[src/design/rtlp_pkg.sv]
// Shared types, constants and saturating arithmetic for the lens projection pipeline.
package rtlp_pkg;

    localparam int COORD_FRAC_BITS = 16;

    localparam int WIDE_W = 64;
    localparam int WIDE_FRAC = 32;

    localparam int DIV_STEPS_PER_STAGE = 4;
    localparam int DIV_STAGES = WIDE_W / DIV_STEPS_PER_STAGE;
    localparam int DIV_LAT = DIV_STAGES + 2;
    localparam int MUL_LAT = 5;

    localparam int CFG_ADDR_W = 6;
    localparam int CFG_DATA_W = 64;

    localparam logic [2:0] REG_FOCAL_X = 3'd0;
    localparam logic [2:0] REG_FOCAL_Y = 3'd1;
    localparam logic [2:0] REG_PRINCIPAL = 3'd2;
    localparam logic [2:0] REG_K1 = 3'd3;
    localparam logic [2:0] REG_K2 = 3'd4;
    localparam logic [2:0] REG_K3 = 3'd5;
    localparam logic [2:0] REG_P1 = 3'd6;
    localparam logic [2:0] REG_P2 = 3'd7;

    localparam logic [31:0] FOCAL_RESET = 32'h0001_0000;

    localparam logic signed [63:0] S64_MAX = 64'sh7FFF_FFFF_FFFF_FFFF;
    localparam logic signed [63:0] S64_MIN = 64'sh8000_0000_0000_0000;

    typedef struct packed {
        logic ov;
        logic signed [63:0] val;
    } t_sval;

    localparam int SVAL_W = $bits(t_sval);

    function automatic logic [63:0] mag64(logic signed [63:0] a);
        return a[63] ? (64'd0 - a) : a;
    endfunction

    function automatic t_sval from_mag(logic neg, logic [63:0] m);
        t_sval r;
        r.ov = 1'b0;
        if (neg) begin
            if (m[63]) begin
                r.val = S64_MIN;
                r.ov = |m[62:0];
            end else begin
                r.val = 64'd0 - m;
            end
        end else begin
            if (m[63]) begin
                r.val = S64_MAX;
                r.ov = 1'b1;
            end else begin
                r.val = m;
            end
        end
        return r;
    endfunction

    function automatic t_sval sadd(t_sval a, t_sval b);
        logic signed [64:0] s;
        t_sval r;
        s = {a.val[63], a.val} + {b.val[63], b.val};
        r.ov = a.ov | b.ov;
        if (s[64] != s[63]) begin
            r.ov = 1'b1;
            r.val = s[64] ? S64_MIN : S64_MAX;
        end else begin
            r.val = s[63:0];
        end
        return r;
    endfunction

endpackage

[src/design/rtlp_delay.sv]
// Stallable delay line for aligning operands between pipeline branches.
module rtlp_delay #(
    parameter int W = rtlp_pkg::SVAL_W,
    parameter int N = 1
) (
    input  logic         i_clk,
    input  logic         i_en,
    input  logic [W-1:0] i_d,
    output logic [W-1:0] o_q
);
    logic [W-1:0] r_sh [N];

    always_ff @(posedge i_clk) begin
        if (i_en) begin
            r_sh[0] <= i_d;
            for (int i = 1; i < N; i++) begin
                r_sh[i] <= r_sh[i-1];
            end
        end
    end

    assign o_q = r_sh[N-1];
endmodule

[config.mk]
export PLATFORM = sky130hd
export DESIGN_NAME = rtlp_delay
export DESIGN_NICKNAME = d
export VERILOG_FILES = /design/src/design/rtlp_pkg.sv /design/src/design/rtlp_delay.sv
export SDC_FILE = /design/constraint.sdc
export NUM_CORES = 1
export LEC_CHECK = 0
export ABC_CLOCK_PERIOD_IN_PS = 800
export BUFFER_PORTS_ARGS = -buffer_cell sky130_fd_sc_hd__buf_4
export CAP_MARGIN = 20
export CORE_UTILIZATION = 36
export CTS_CLUSTER_DIAMETER = 40
export DETAILED_ROUTE_END_ITERATION = 8
export PLACE_DENSITY = 0.76
export SETUP_SLACK_MARGIN = 0.15
export SLEW_MARGIN = 20
export SYNTH_ARGS = -nofsm -noshare
export SYNTH_HDL_FRONTEND = slang
export SYNTH_SLANG_ARGS = --single-unit
[constraint.sdc]
create_clock -name i_clk -period 0.8 [get_ports i_clk]
set_input_delay 0.04 -clock i_clk [delete_from_list [all_inputs] [get_ports i_clk]]
set_output_delay 0.04 -clock i_clk [all_outputs]
set_load 0.02 [all_outputs]
* Yosys cells after proc, flatten, opt, wreduce, memory -nomap -nowiden *
Memory sizes are Yosys's and may differ from the RTL's.
Cells that the tools add are included.

word-level totals
  memories = 1
  output and inout bits = 65
  register bits = 0
  bits of input ports = 67
  memory bits (writable) = 65
  logic and storage cells = 3

operators by class
  multiplexer cells = 2

memory list
  memory  depth  bits a word  rd ports  clocked after memory_dff  wr ports  RTL line          source
  r_sh    1      65           1         0                         1         rtlp_delay.sv:11  logic [W-1:0] r_sh [N];

operators with widths
  cell              number
  1-bit 2-to-1 mux  2

* Depth between registers and ports, before layout *
Gate-level depths: netlist of run 1.

  word-level depth = 2
  depth in mapped cells = 0

* Least setup slack after synthesis of run 1 *
OpenSTA, ideal clock, no wires.

  kind = register -> output
  start point = memory r_sh[0][0] in the netlist's numbering
  end point = output o_q[0]
  cell stages (with the launch flop) = 1
  path buffers = 0
  data arrival time = 0.449 ns
  slack = 0.311 ns
  data required time = 0.760 ns
  cell sequence = edfxtp_1

on the way
  cells in the longest elaborated chain, start to end = 1

RTL lines
  element                 RTL line          source
  start: declaration      rtlp_delay.sv:11
  memory read 1 x 65 bit  n/a
  end: declaration        rtlp_delay.sv:9   output logic [W-1:0] o_q

No other way between the ends.

* Worst setup path after layout of run 1 *
  start point = memory r_sh[0][61] in the netlist's numbering
  end point = output o_q[61]

The elaborated chain is that of the path after synthesis.

==> results.toml, run 1 <==
[drt]
vias = 1475
drcViolationCount = 0
wire_per_inst_um = 15.2
drt_wl_total_um = 5280
dr.pass1.iters = 4
vias_per_cell = 4.24
first_iter_violations = 59
ant_nets = 0

[floorplanning]
io_pins = 132
core_um2 = 5170
dieHeight_um = 75.6
start_util = 0.377
dieArea_um2 = 5720
die-width_um = 75.6
row_count = 26

[yosys]
yosysWarnings = 0
synth_top_area_frac = 1.00
avgSynthCellArea_um2 = 30.0
syn_nets = 132
syn_inst = 65
yosysSeqAreaShare = 1.00
synth_cell_types = 1
synth-seq-cells = 65
netlist_area_um2 = 1950
synth_top_cell_by_area = "edfxtp_1"
synth.area.top_cells = "edfxtp_1"

[grt]
grt_pass1_wl_um = 7320
first_global_vias = 1583
gr-total-overflow = 0
antenna_found_initial = 0
grt_max_degree = 32
grt.total_usage = 0.192

[final_layout]
fin_nets = 342
drive_above_1_share = 0.514
top_register = "r_sh"
largest_reg_flops = 65
layout_common_cells = "buf_4, dlygate4sd3_1, buf_6, edfxtp_1, clkbuf_8"
syn2layout_area_growth_pct = 110
nMultiInputCombCells = 0
multi_input_area_um2 = 0
reg.largest.list = "r_sh (65)"
mostFrequentLayoutCell = "buf_4"
antenna_cells = 0
final_cells = 348

[worst_setup_path]
required_ns = 0.76
cp-start-kind = "flip-flop"
cp_data_arrival_time_ns = 0.88
crit_path_end_kind = "primary output"
crit_chain = "buf_6"
crit_family = "flip-flops"
critPathMaxFanout = 1
cp_num_buf_inv = 1
critPathMaxStageDelay_ns = 0.40
cpMaxStageDelayCell = "edfxtp_1"
worst-setup-path-type = "reg -> out"

[clocking]
cts-root-buf = "clkbuf_8"
clock_sinks = 65
cts_tree = "built"
path_clk_slew_ns = 0.06
cts_max_level = 3
cts_setup_buffers = 0
numCtsBuffers = 9
cts.path.max_buffers = 2

[power_and_ir_drop]
leakage_nw = 1.71
p_per_area_nw_per_um2 = 1900
finalPower_mw = 7.80
peakVddDrop_mv = 1.53

[placement]
dp.cells = 269
pre_cts_slack_ns = 0.114
port_buffers = 131
gp_congestion = 0.691

[worst_hold_path]
hold_path.class = "in -> reg"

[sta]
final-setup-viol-count = 65
tightestPinTransition_ns = 0.162
fin_ws_ns = -0.117
fin_crit_ns = 0.917
slew_headroom = 0.892
timing.fmax_ghz = 1.09
rsz0062_at_grt = "true"
slew_violations = 0
post-route-period-util = 1.15
hold_viol = 0

[run_status]
failed_checks = "setup timing"
outcome = "finished with violations"

[flow_run]
cap_violations = 0
[Yosys cell counts, drive strengths merged]
| master | number |
|---|---|
| edfxtp | 65 |
[report_power, final]
group	leakage [nW]	internal (mW)	switching [mW]
Clock	0.0714	1.07	1.05
Combinational	1.01	0.893	0.607
Sequential	0.636	4.06	0.128
[metal layers]
metal / vias to the layer above / wire (um) / part of all wire / GRT usage
met5: - / 0 / 0 / 0
met4: 0 / 155 / 0.029 / 0.119
met3: 15 / 173 / 0.033 / 0.0463
met2: 63 / 3360 / 0.64 / 0.384
met1: 713 / 1590 / 0.30 / 0.168
li1: 684 / - / - / -
[final cells by class]
type | instances | area (um2)
Timing Repair Buffer | 199 | 1930
Clock buffer | 12 | 135
Sequential cell | 65 | 1950
Fill cell | 288 | 1060
Tap cell | 70 | 87.6
Clock inverter | 2 | 7.51
[cells by family after synthesis]
group	after synthesis	share of synthesized area
DFF	65	1.00
[worst paths after layout]
kind,start,endpoint,slack [ns],cells past startpoint
max,r_sh[0][61],o_q[61],-0.12,1
min,i_en,r_sh[0][18],0.15,2
[timing repair]
item,CTS,global route
gates resized for setup,61,4
hold buffers,65,0
hold endpoints to repair,65,0
setup endpoints to repair,65,65
[stage by stage]
step | hold slack [ns] | util | area [um2] | TNS [ns]
2_1_floorplan | 0.139 | - | 1950 | 0
3_3_place_gp | 0.218 | 0.594 | 3070 | 0
3_5_place_dp | 0.219 | 0.594 | 3070 | 0
4_1_cts | 0.134 | 0.791 | 4090 | -6.85
5_1_grt | 0.148 | 0.794 | 4110 | -8.10
6_report | 0.147 | 0.794 | 4110 | -5.63
(Power assumes the default switching activity.)
==> run 2: changes to the inputs <==
--- a/config.mk
+++ b/config.mk
@@ -6,12 +6,12 @@
 export NUM_CORES = 1
 export LEC_CHECK = 0
 export ABC_CLOCK_PERIOD_IN_PS = 800
-export BUFFER_PORTS_ARGS = -buffer_cell sky130_fd_sc_hd__buf_4
 export CAP_MARGIN = 20
-export CORE_UTILIZATION = 36
+export CORE_UTILIZATION = 54
 export CTS_CLUSTER_DIAMETER = 40
 export DETAILED_ROUTE_END_ITERATION = 8
-export PLACE_DENSITY = 0.76
+export DONT_BUFFER_PORTS = 1
+export PLACE_DENSITY = 0.74
 export SETUP_SLACK_MARGIN = 0.15
 export SLEW_MARGIN = 20
 export SYNTH_ARGS = -nofsm -noshare
==> results.toml, run 2 (synthesis gave the netlist of run 1 again) <==
[grt]
antenna_found_initial = 0
first_global_vias = 1070
grt_max_degree = 66
gr-total-overflow = 0
grt_pass1_wl_um = 5660
grt.total_usage = 0.214

[power_and_ir_drop]
p_comb_frac = 0.039
p_sw_frac = 0.225
p_switching_mw = 1.51
cellInternalPower_mw = 5.20
seqPwrFrac = 0.672
clockPowerShare = 0.289
p_per_area_nw_per_um2 = 2410
peakVddDrop_mv = 1.66
leakage_nw = 0.974

[drt]
vias = 946
ant_nets = 0
drt_wl_total_um = 3870
wire_per_inst_um = 20.2
vias_per_cell = 4.93
dr.pass1.iters = 4
drcViolationCount = 0
first_iter_violations = 86

[worst_setup_path]
critPathMaxFanout = 1
cp_data_arrival_time_ns = 0.89
worst-setup-path-type = "reg -> out"
required_ns = 0.76
crit_path_end_kind = "primary output"
cp-start-kind = "flip-flop"

[clocking]
cts_resized = 0
path_clk_slew_ns = 0.10
cts.path.max_buffers = 2
clock_sinks = 65
numCtsBuffers = 9
cts_max_level = 3
hold_buffers = 65
cts_tree = "built"
cts-root-buf = "clkbuf_4"

[sta]
setup_tns_ns = -6.91
hold_viol = 65
slew_headroom = 0.845
final-setup-viol-count = 65
timing.fmax_ghz = 1.07
fin_ws_ns = -0.132
tightestPinTransition_ns = 0.233
holdWs_ns = -0.234
rsz0062_at_grt = "true"
post-route-period-util = 1.17
fin_crit_ns = 0.932
slew_violations = 0

[floorplanning]
row_count = 21
io_pins = 132
start_util = 0.576
core_um2 = 3390
dieHeight_um = 62.1
dieArea_um2 = 3860
die-width_um = 62.1

[worst_hold_path]
worstHoldEndpoint = "r_sh[0][25]"
hold_path.class = "in -> reg"
hold_depth = 0
worstHoldStart = "i_en"

[final_layout]
utilization = 0.821
largest_reg_flops = 65
multi_input_area_um2 = 0
num-fill-cells = 153
layout_common_cells = "dlygate4sd3_1, edfxtp_1, clkbuf_4, clkinv_1, clkbuf_1"
syn2layout_area_growth_pct = 42.5
reg.largest.list = "r_sh (65)"
fin_nets = 208
antenna_cells = 0
final_cells = 192
drive_above_1_share = 0.0753
nMultiInputCombCells = 0
top_register = "r_sh"
seqCellArea_um2 = 1950

[placement]
port_buffers = 0
pre_cts_slack_ns = 0.281
dp.cells = 111
gp_congestion = 0.611

[flow_run]
cap_violations = 0

[run_status]
failed_checks = "hold timing, setup timing"
outcome = "finished with violations"
## run 2: cell count changes in the layout (fill, tap and decap cells not counted)
| cell | previous run | this run |
|---|---|---|
| clkinv_2 | 0 | 1 |
| clkbuf_4 | 0 | 9 |
| clkbuf_8 | 9 | 0 |
| buf_12 | 2 | 0 |
| buf_6 | 65 | 0 |
| buf_4 | 67 | 0 |
| bufinv_16 | 0 | 1 |
| clkinv_1 | 2 | 3 |
| clkbuf_1 | 3 | 2 |
## run 2: stage by stage
stage | power, mW | cell area (um2)
after floorplan | 4.55 | 1950
after global placement | 4.58 | 2010
after detailed placement | 4.58 | 2010
after CTS | 6.71 | 2780
after global routing | 6.96 | 2780
final | 6.71 | 2780
## run 2: how the worst max path moves through the flow
stage	start	end	slack [ns]	cells after the start
after floorplan	r_sh[0][0]	o_q[0]	0.31	0
after global placement	r_sh[0][52]	o_q[52]	0.29	0
after detailed placement	r_sh[0][64]	o_q[64]	0.28	0
after CTS	r_sh[0][64]	o_q[64]	-0.14	0
after global routing	r_sh[0][11]	o_q[11]	-0.19	0
final	r_sh[0][40]	o_q[40]	-0.13	0
## run 2: final cells by class
type                  instances  area share
tap                          46      0.0207
sequential                   65       0.702
clock buffer                 11      0.0270
clock inverter                5      0.0166
timing repair buffer         65       0.234
## run 2: timing repair
item / in CTS / in global routing
buffers inserted: 0 / 0
hold endpoints to repair: 130 / 65
setup endpoints to repair: 65 / 65
## run 2: power by group through the flow
stage / logic, mW / clock network (mW) / registers [mW]
after floorplan: 0 / 0 / 4.55
after global placement: 0 / 0 / 4.58
after detailed placement: 0 / 0 / 4.58
after CTS: 0.255 / 1.95 / 4.51
after global routing: 0.280 / 2.15 / 4.53
final: 0.264 / 1.94 / 4.51
## run 2: layer usage
layer,GRT usage,part of all wire,vias up
li1,-,-,421
met2,0.390,0.56,81
met1,0.201,0.33,437
met4,0.0988,0.016,0
met5,0,0,-
met3,0.0974,0.095,7
==> run 3: changes to the inputs <==
--- a/config.mk
+++ b/config.mk
@@ -6,12 +6,12 @@
 export NUM_CORES = 1
 export LEC_CHECK = 0
 export ABC_CLOCK_PERIOD_IN_PS = 800
+export BUFFER_PORTS_ARGS = -buffer_cell sky130_fd_sc_hd__buf_4
 export CAP_MARGIN = 20
-export CORE_UTILIZATION = 54
+export CORE_UTILIZATION = 36
 export CTS_CLUSTER_DIAMETER = 40
 export DETAILED_ROUTE_END_ITERATION = 8
-export DONT_BUFFER_PORTS = 1
-export PLACE_DENSITY = 0.74
+export PLACE_DENSITY = 0.76
 export SETUP_SLACK_MARGIN = 0.15
 export SLEW_MARGIN = 20
 export SYNTH_ARGS = -nofsm -noshare
==> constraint.sdc (replaced) <==
create_clock -name i_clk -period 0.8 [get_ports i_clk]
set_input_delay 0.04 -clock i_clk [delete_from_list [all_inputs] [get_ports i_clk]]
set_output_delay 0.04 -clock i_clk [all_outputs]
set_load 0.01 [all_outputs]
==> results.toml, run 3 (synthesis gave the netlist of run 1 again) <==
[floorplanning]
die-width_um = 75.6
row_count = 26
dieHeight_um = 75.6
dieArea_um2 = 5720
core_um2 = 5170
start_util = 0.377
io_pins = 132

[final_layout]
layout_common_cells = "buf_4, edfxtp_1, buf_6, dlygate4sd3_1, clkbuf_8"
num-fill-cells = 297
mostFrequentLayoutCell = "buf_4"
drive_above_1_share = 0.518
fin_nets = 341
antenna_cells = 0
syn2layout_area_growth_pct = 112
nMultiInputCombCells = 0
reg.largest.list = "r_sh (65)"
multi_input_area_um2 = 0
largest_reg_flops = 65
top_register = "r_sh"
final_cells = 348

[worst_setup_path]
crit_start = "r_sh[0][9]"
cp-start-kind = "flip-flop"
required_ns = 0.76
crit_family = "flip-flops"
cp_data_arrival_time_ns = 0.89
critPathMaxFanout = 1
critPathMaxStageDelay_ns = 0.41
cp_num_buf_inv = 1
crit_path_end_kind = "primary output"
crit_chain = "buf_6"
worst-setup-path-type = "reg -> out"
cpMaxStageDelayCell = "edfxtp_1"

[clocking]
cts-root-buf = "clkbuf_8"
numCtsBuffers = 9
path_clk_slew_ns = 0.07
cts_tree = "built"
cts_max_level = 3
clock_sinks = 65
cts_setup_buffers = 0
cts.path.max_buffers = 2

[placement]
port_buffers = 131
gp_congestion = 0.684
dp.cells = 268
pre_cts_slack_ns = 0.108

[sta]
post-route-period-util = 1.16
hold_viol = 0
tightestPinTransition_ns = 0.180
fin_ws_ns = -0.126
slew_violations = 0
timing.fmax_ghz = 1.08
fin_crit_ns = 0.926
rsz0062_at_grt = "true"
holdWs_ns = 0.0852
final-setup-viol-count = 65
slew_headroom = 0.880

[grt]
grt_max_degree = 35
grtUsageMet3 = 0.0410
gr-total-overflow = 0
grt.busiest_layer = "met2"
grt_pass1_wl_um = 6800
grt.total_usage = 0.179
first_global_vias = 1483
antenna_found_initial = 0
met1_usage = 0.151
met2_usage = 0.359

[flow_run]
cap_violations = 0

[power_and_ir_drop]
finalPower_mw = 8.03
leakage_nw = 1.74
peakVddDrop_mv = 1.30
p_per_area_nw_per_um2 = 1940

[drt]
drcViolationCount = 0
first_iter_violations = 65
wire_per_inst_um = 16.0
ant_nets = 0
vias_per_cell = 4.25
drt_wl_total_um = 5570
dr.pass1.iters = 2
vias = 1478

[worst_hold_path]
worstHoldStart = "i_d[26]"
hold_path.class = "in -> reg"

[run_status]
outcome = "finished with violations"
failed_checks = "setup timing"
==> run 3: cell count changes in the layout (fill, tap and decap cells not counted), sizes merged <==
cell          before  now
dlygate4sd3       65   63
clkinvlp           0    1
clkinv             4    2
dlymetal6s4s       0    2
buf                0  133
==> run 3: cell type report <==
class | instances | area [um2] | area share
clock inverters | 4 | 45.0 | 0.0109
well taps | 70 | 87.6 | 0.0212
clock buffers | 11 | 131 | 0.0318
repair buffers | 198 | 1920 | 0.464
flip-flops and latches | 65 | 1950 | 0.472
==> run 3: metal layers <==
layer	wire [um]	up-vias
met3	203	17
met5	0	-
met4	171	0
met2	3480	57
met1	1720	722
li1	-	682
==> run 3: path summary, 6_finish.rpt <==
path / cells past startpoint / slack, ns / end
max: 1 / -0.13 / o_q[9]
min: 2 / 0.09 / r_sh[0][26]
==> run 3: repair_timing <==
action | CTS | global route
setup endpoints to repair | 65 | 67
hold buffers | 65 | 0
gates resized for setup | 39 | 27
endpoints found under the hold margin | 65 | 0
==> run 3: power breakdown <==
| group | total, mW | switching (mW) | internal (mW) | leakage, nW |
|---|---|---|---|---|
| clock network | 2.56 | 1.15 | 1.40 | 0.0845 |
| logic | 1.29 | 0.413 | 0.876 | 1.02 |
| registers | 4.18 | 0.130 | 4.06 | 0.636 |
| total | 8.03 | 1.70 | 6.34 | 1.74 |
==> run 3: per-stage QoR <==
step	instance area [um2]	setup TNS, ns	util
after floorplan	1950	0	-
after global placement	3060	0	0.592
after detailed placement	3060	0	0.592
after CTS	4040	-6.37	0.780
after global routing	4140	-7.57	0.799
final	4140	-5.49	0.799
